## config.mk

```make
export PLATFORM = sky130hd
export DESIGN_NAME = bts_axis
export DESIGN_NICKNAME = d
export VERILOG_FILES = /design/src/hw/rtl/bts_pkg.sv /design/src/hw/rtl/bts_axis.sv
export SDC_FILE = /design/constraint.sdc
export NUM_CORES = 1
export LEC_CHECK = 0
export ABC_AREA = 1
export BUFFER_PORTS_ARGS = -buffer_cell sky130_fd_sc_hd__buf_2
export CELL_PAD_IN_SITES_DETAIL_PLACEMENT = 1
export CELL_PAD_IN_SITES_GLOBAL_PLACEMENT = 1
export CORE_MARGIN = 3
export CORE_UTILIZATION = 50
export DETAILED_ROUTE_END_ITERATION = 16
export GPL_ROUTABILITY_DRIVEN = 0
export PLACE_DENSITY_LB_ADDON = 0.1
export SYNTH_ARGS = -nofsm -noshare
export SYNTH_HDL_FRONTEND = slang
export SYNTH_SLANG_ARGS = --single-unit
```

## constraint.sdc

```tcl
create_clock -name i_clk -period 6.2 [get_ports i_clk]
set_clock_uncertainty 0.05 [all_clocks]
set_input_delay 0 -clock i_clk [delete_from_list [all_inputs] [get_ports i_clk]]
set_output_delay 0 -clock i_clk [all_outputs]
set_load 0.005 [all_outputs]
```

## src/hw/rtl/bts_pkg.sv

```systemverilog
`timescale 1ns / 1ps
// ----------------------------------------------------------------------------
// bts_pkg
// Shared constants of the bilinear texture sampler.
// ----------------------------------------------------------------------------
package bts_pkg;

    // default parameter values
    localparam int DEF_TEXEL_STORE_DEPTH = 65536;
    localparam int DEF_COORD_FRAC_BITS   = 16;
    localparam int DEF_WEIGHT_FRAC_BITS  = 8;

    // fixed field widths
    localparam int SIZE_W    = 9;
    localparam int VAL_W     = 18;
    localparam int CH_W      = 8;
    localparam int OUT_W     = 16;
    localparam int IDX_W     = 16;
    localparam int COORD_W   = 32;
    localparam int CFG_IDX_W = 1;

    // configuration register indexes
    localparam logic [CFG_IDX_W-1:0] CFG_TEX_WIDTH  = 1'd0;
    localparam logic [CFG_IDX_W-1:0] CFG_TEX_HEIGHT = 1'd1;

    // item functions
    localparam logic FUNC_WRITE  = 1'b0;
    localparam logic FUNC_SAMPLE = 1'b1;

endpackage

```

## src/hw/rtl/bts_axis.sv

```systemverilog
`timescale 1ns / 1ps
// ----------------------------------------------------------------------------
// bts_axis
// Two-stage axis setup: scales the coordinate fraction by the texture size,
// then derives the two wrapped neighbour indexes and the blend weight.
// ----------------------------------------------------------------------------
module bts_axis
    import bts_pkg::*;
#(
    parameter int COORD_FRAC_BITS  = DEF_COORD_FRAC_BITS,
    parameter int WEIGHT_FRAC_BITS = DEF_WEIGHT_FRAC_BITS
) (
    input  logic                        i_clk,
    input  logic [COORD_FRAC_BITS:0]    i_frac,
    input  logic [SIZE_W-1:0]           i_size,
    output logic [SIZE_W-1:0]           o_i0,
    output logic [SIZE_W-1:0]           o_i1,
    output logic [WEIGHT_FRAC_BITS-1:0] o_wt
);

    localparam int C  = COORD_FRAC_BITS;
    localparam int W  = WEIGHT_FRAC_BITS;
    localparam int SW = C + SIZE_W + 1;
    localparam int SR = (C >= W) ? C - W : 0;
    localparam int SL = (C >= W) ? 0 : W - C;
    localparam logic [SW-1:0] HALF = SW'(1) << (C - 1);

    logic [SW-1:0]     r_s;
    logic [SIZE_W-1:0] r_n;
    logic [SIZE_W:0]   fl;
    logic [SIZE_W-1:0] n_i0;
    logic [SIZE_W-1:0] n_i1;
    logic [C+W-1:0]    wtmp;
    logic [SIZE_W-1:0] r_i0;
    logic [SIZE_W-1:0] r_i1;
    logic [W-1:0]      r_wt;

    // scaled position plus half a texel
    always_ff @(posedge i_clk) begin
        r_s <= SW'(i_frac) * SW'(i_size) + HALF;
        r_n <= i_size;
    end

    // base minus one and next neighbour, both wrapped
    always_comb begin
        fl   = r_s[SW-1:C];
        n_i0 = (fl == '0) ? r_n - SIZE_W'(1) : SIZE_W'(fl - (SIZE_W+1)'(1));
        n_i1 = (n_i0 == r_n - SIZE_W'(1)) ? '0 : n_i0 + SIZE_W'(1);
        wtmp = ((C+W)'(r_s[C-1:0]) >> SR) << SL;
    end

    always_ff @(posedge i_clk) begin
        r_i0 <= n_i0;
        r_i1 <= n_i1;
        r_wt <= wtmp[W-1:0];
    end

    assign o_i0 = r_i0;
    assign o_i1 = r_i1;
    assign o_wt = r_wt;

endmodule

```

[Word-level counts from Yosys, hierarchy flattened]
Cells that the tools add are included.
Storage, ports and cells
  output and inout bits: 26
  bits in registers: 61
  bits of input ports: 27
  logic and storage cells: 13
Cells by class
  reduce and logical (&&, ||, !) cells: 1
  $mul: 1
  equal/unequal tests: 1
  $add $sub $neg: 4
  mux-type cells: 1
Operator list (number)
  adder 26 x 16 -> 26 bit, second input constant: 1
  multiplier 17 x 9 -> 26 bit: 1
  subtractor 9 x 1 -> 9 bit, second input constant: 2
  logical NOT 10 bit: 1
  adder 9 x 1 -> 9 bit, second input constant: 1
  == test 9 bit: 1
  two-way mux 9 bit: 1

[Depth between registers and ports, before layout]
  depth in word-level cells: 3
  depth in mapped cells: 25
  gate-level depth less buffers: 23

[Worst setup path before layout]
No wires, ideal clock.
  path type: input to register
  start point: input port i_size[0]
  end point: register r_s[25]
  path slack: 1926 ps
  cell stages on the path: 19
  setup time: 112 ps
  data arrival time: 4112 ps
  buffers on the path: 2
  data required time: 6038 ps
  cell sequence: clkbuf_1 > clkbuf_1 > nand2_1 > fa_1 > inv_1 > fa_1 > fa_1 > fa_1 > fa_1 > ha_1 > nand2_1 > nor2_1 > inv_1 > nor3_1 > nand2_1 > nand2_1 > nand2_1 > nand3b_1 > nand2_1
On the way
  longest elaborated chain between the ends: 2
Ends and longest elaborated chain
  from (decl): RTL line bts_axis.sv:15  | input logic [SIZE_W-1:0] i_size,
  multiplier 17 x 9 -> 26 bit: RTL line bts_axis.sv:40  | r_s <= SW'(i_frac) * SW'(i_size) + HALF;
  adder 26 x 16 -> 26 bit: RTL line bts_axis.sv:40
  to (signal assigned): RTL line bts_axis.sv:40
  to (decl): RTL line bts_axis.sv:28  | logic [SW-1:0] r_s;
No other way between the ends.
A chain may end at the register's enable or synchronous reset.

[Worst setup path in the final report]
  start point: input port i_size[3]
  end point: register r_s[22]
Same word-level chain as after synthesis.

==> flow_summary.yaml <==
synthesis:
  synth_mux_area_share_pct: 0
  post_synth_fa_ha_maj_area_fraction_pct: 40.1
  yosysTopAreaCell: "fa_1"
  post_synth.cell_area_avg_um2: 7.44
  synth_commonest_cells: "nand2_1, inv_1, fa_1"
  ys_top_cells_by_area: "fa_1, nand2_1, dfxtp_1, inv_1, ha_1"
  ys_seq_elements: 53
  synth_xor_xnor_area_share_pct: 2.54
  synthesis.area_um2: 7230
  yosys_warnings: 0
  synth_top_family_by_area: "adder cells"
  syn-instance-count: 973
  synthFlopType: "dfxtp_1"
  yosys.cell_types.count: 37
  yosys.cell_count.top_type: "nand2_1"
  postSynthNetCount: 1169
  post_synth_and_or_nand_nor_area_fraction_pct: 25.1
  synth_edf_count: 0
  synth_top_area_share_pct: 29.1
  synth_seq_area_share_pct: 14.7
  synth_area_in_compound_gates_pct: 4.12
  synth_async_sr_flop_share_pct: 0
setup_path:
  endpoint_kind: "register"
  critPathKind: "in -> reg"
  crit_path_cell_trace: "buf_2, nand2_1, fa_1, inv_1, fa_1, inv_1, fa_1, fa_1, inv_1, ha_1, ha_1, nand2_1, nor4_1, nand4_1, nand3_1, xor2_1"
  timing.critical_path.slowest_stage_cell: "fa_1"
  rr_startpoint: "r_s[16]"
  crit_fanout: 18
  crit_buf_inv: 4
  crit_top_cell: "fa_1"
  critPathTopFamily: "adder cells"
  worst_setup_path_start_kind: "input pin"
  r2r_setup_slack_ns: 3.77
  cp.arrival_ns: 4.64
  reg2reg_to: "o_i1[8]"
  cp_data_required_time_ns: 6.37
  timing.critical_path.slowest_cell_delay_ns: 0.56
  worst-r2r-cell-count: 15
clocking:
  cts_hold_repair.buffers: 0
  htreeDepth: 2
  cts-buffers-inserted: 5
  cts_setup_buffers: 0
  worstSkewPairLatency_ns: 0.28
  clock_sink_count: 53
  post_cts_resize_count: 0
  cts_buffer_depth: 2
  ctsRootBufferMaster: "clkbuf_16"
  cts_tree: "yes"
  cts.reportedPaths.clkPinSlew_ns: 0.07
floorplanning:
  num_io_pins: 53
  num_rows: 43
  initial_core_utilization_pct: 51.5
  fp.dieW_um: 126
  core_um2: 14000
  die_height_um: 126
  die-area_um2: 15900
power_and_ir_drop:
  p_clk_share_pct: 7.3
  power.leakage_nw: 4.58
  power.share.switching_pct: 53.8
  worst_ir_drop_vdd_v: 0.000236
  share_comb_of_total_power_pct: 76.2
  share_seq_of_total_power_pct: 16.5
  netSwitchingPower_mw: 1.99
  powerDensity_nw_per_um2: 479
  internal-power_mw: 1.70
  finalPower_mw: 3.69
sta:
  grt_setup_unrepaired: "no"
  final.setup.tns_ns: 0
  timing_worst_slew_pin_value_ns: 0.568
  min_period_over_period_pct: 72.1
  fmax_ghz: 0.224
  relSlewSlack_pct: 61.8
  final_max_slew_viol_count: 0
  final-setup-viol-count: 0
  report.final.hold_viol_count: 0
  finalCriticalPeriod_ns: 4.47
min_path:
  hp-start: "i_size[0]"
  worstHoldEndpoint: "r_n[0]"
  hold_critical_path_depth: 1
  timing.hold.worst.class: "in -> reg"
finish:
  antenna_cells_inserted: 0
  layout.nets: 1190
  area_delta_synth_final_pct: 6.47
  post_route_cells_drive_above_1_share_pct: 8.24
route:
  route.antenna.remaining_nets: 0
  drt-total-wl_um: 18200
  drt_pass1_iterations: 4
  avgViaCountPerCell: 5.07
  drc: 0
  first_iter_violations: 185
  detailroute.via_count: 5952
  routedWlPerCell_um: 15.5
grt:
  global_route_wire_length_before_repair_um: 30900
  grt_antenna_before_repair: 0
  grt_pass1_vias: 6412
  global_route.overflow_total: 0
  grt.total_usage_pct: 23.8
  grt_start_max_net_pins: 22
flow_run:
  cap_viol_max_count: 0
status:
  outcome: "finished clean"
placement:
  detailed_place_hpwl_um: 15200
  placement.io_buffers: 52
-- cell type report --
type / instances / area [um2]
clock buffers: 6 / 129
clock inverters: 2 / 15.0
fillers: 1841 / 6340
inverters: 216 / 811
multi-input cells: 666 / 5200
flip-flops and latches: 53 / 1060
well taps: 180 / 225
repair buffers: 52 / 260
-- power by group through the flow --
stage                     logic (mW)  clock network, mW  registers, mW
after global placement          2.73                  0          0.610
after floorplan                 2.04                  0          0.610
final                           2.81              0.271          0.607
after detailed placement        2.80                  0          0.617
after CTS                       2.84              0.274          0.610
after global routing            3.22              0.292          0.621
-- logic make-up (layout without fill, tap and decap cells) --
kind of cell	after synthesis	count (layout)
flip-flops	53	53
buffers and inverters	254	276
AO/OA/AOI/OAI	54	54
XOR/XNOR	21	21
adder cells (fa/ha/maj)	169	169
AND/OR/NAND/NOR	422	422
-- how the worst max path moves through the flow --
| stage | startpoint | endpoint | slack (ns) | cells past startpoint |
|---|---|---|---|---|
| after global placement | i_size[1] | r_s[22] | 1.44 | 14 |
| after floorplan | i_size[0] | r_s[25] | 1.93 | 19 |
| after CTS | i_size[1] | r_s[22] | 1.75 | 14 |
| after global routing | i_size[4] | r_s[22] | 1.46 | 16 |
| after detailed placement | i_size[1] | r_s[22] | 1.47 | 14 |
| final | i_size[3] | r_s[22] | 1.73 | 16 |
-- flip-flops by register name (all words and copies together) (netlist names) --
name / count
o_i0: 9
o_i1: 9
o_wt: 8
r_n: 9
r_s: 18
-- cell usage in the layout, fill, tap and decap left out, drive strengths merged, types with 2 or more instances in the layout --
cell type | netlist | routed
a211oi | 2 | 2
a21boi | 2 | 2
a21oi | 26 | 26
buf | 6 | 52
clkbuf | 32 | 6
clkinvlp | 0 | 2
dfxtp | 53 | 53
fa | 105 | 105
ha | 64 | 64
inv | 215 | 215
nand2 | 301 | 301
nand3 | 43 | 43
nand3b | 4 | 4
nand4 | 13 | 13
nor2 | 54 | 54
nor3 | 5 | 5
nor4 | 2 | 2
o21ai | 17 | 17
o21bai | 4 | 4
xnor2 | 5 | 5
xor2 | 16 | 16
-- per-layer routing --
metal	up-vias	share of wire (%)	routed length, um	GRT usage [%]
met4	0	0.96	175	4.86
met1	2926	45	8200	31.7
met3	15	2.6	471	1.61
li1	2927	-	-	-
met5	-	0	0	0
met2	84	51	9350	42.8
-- stage by stage --
step                      instance area [um2]  util, %  std cells  hold WS (ns)  setup slack, ns
final                                    7700     54.9       1175        0.0121             1.73
after global routing                     7700     54.9       1175        0.0258             1.46
after CTS                                7700     54.9       1175        0.0132             1.75
after detailed placement                 7560     53.8       1167         0.263             1.47
after global placement                   7560     53.8       1167         0.261             1.44
after floorplan                          7230        -        973       -0.0223             1.93
(Power assumes the default switching activity.)
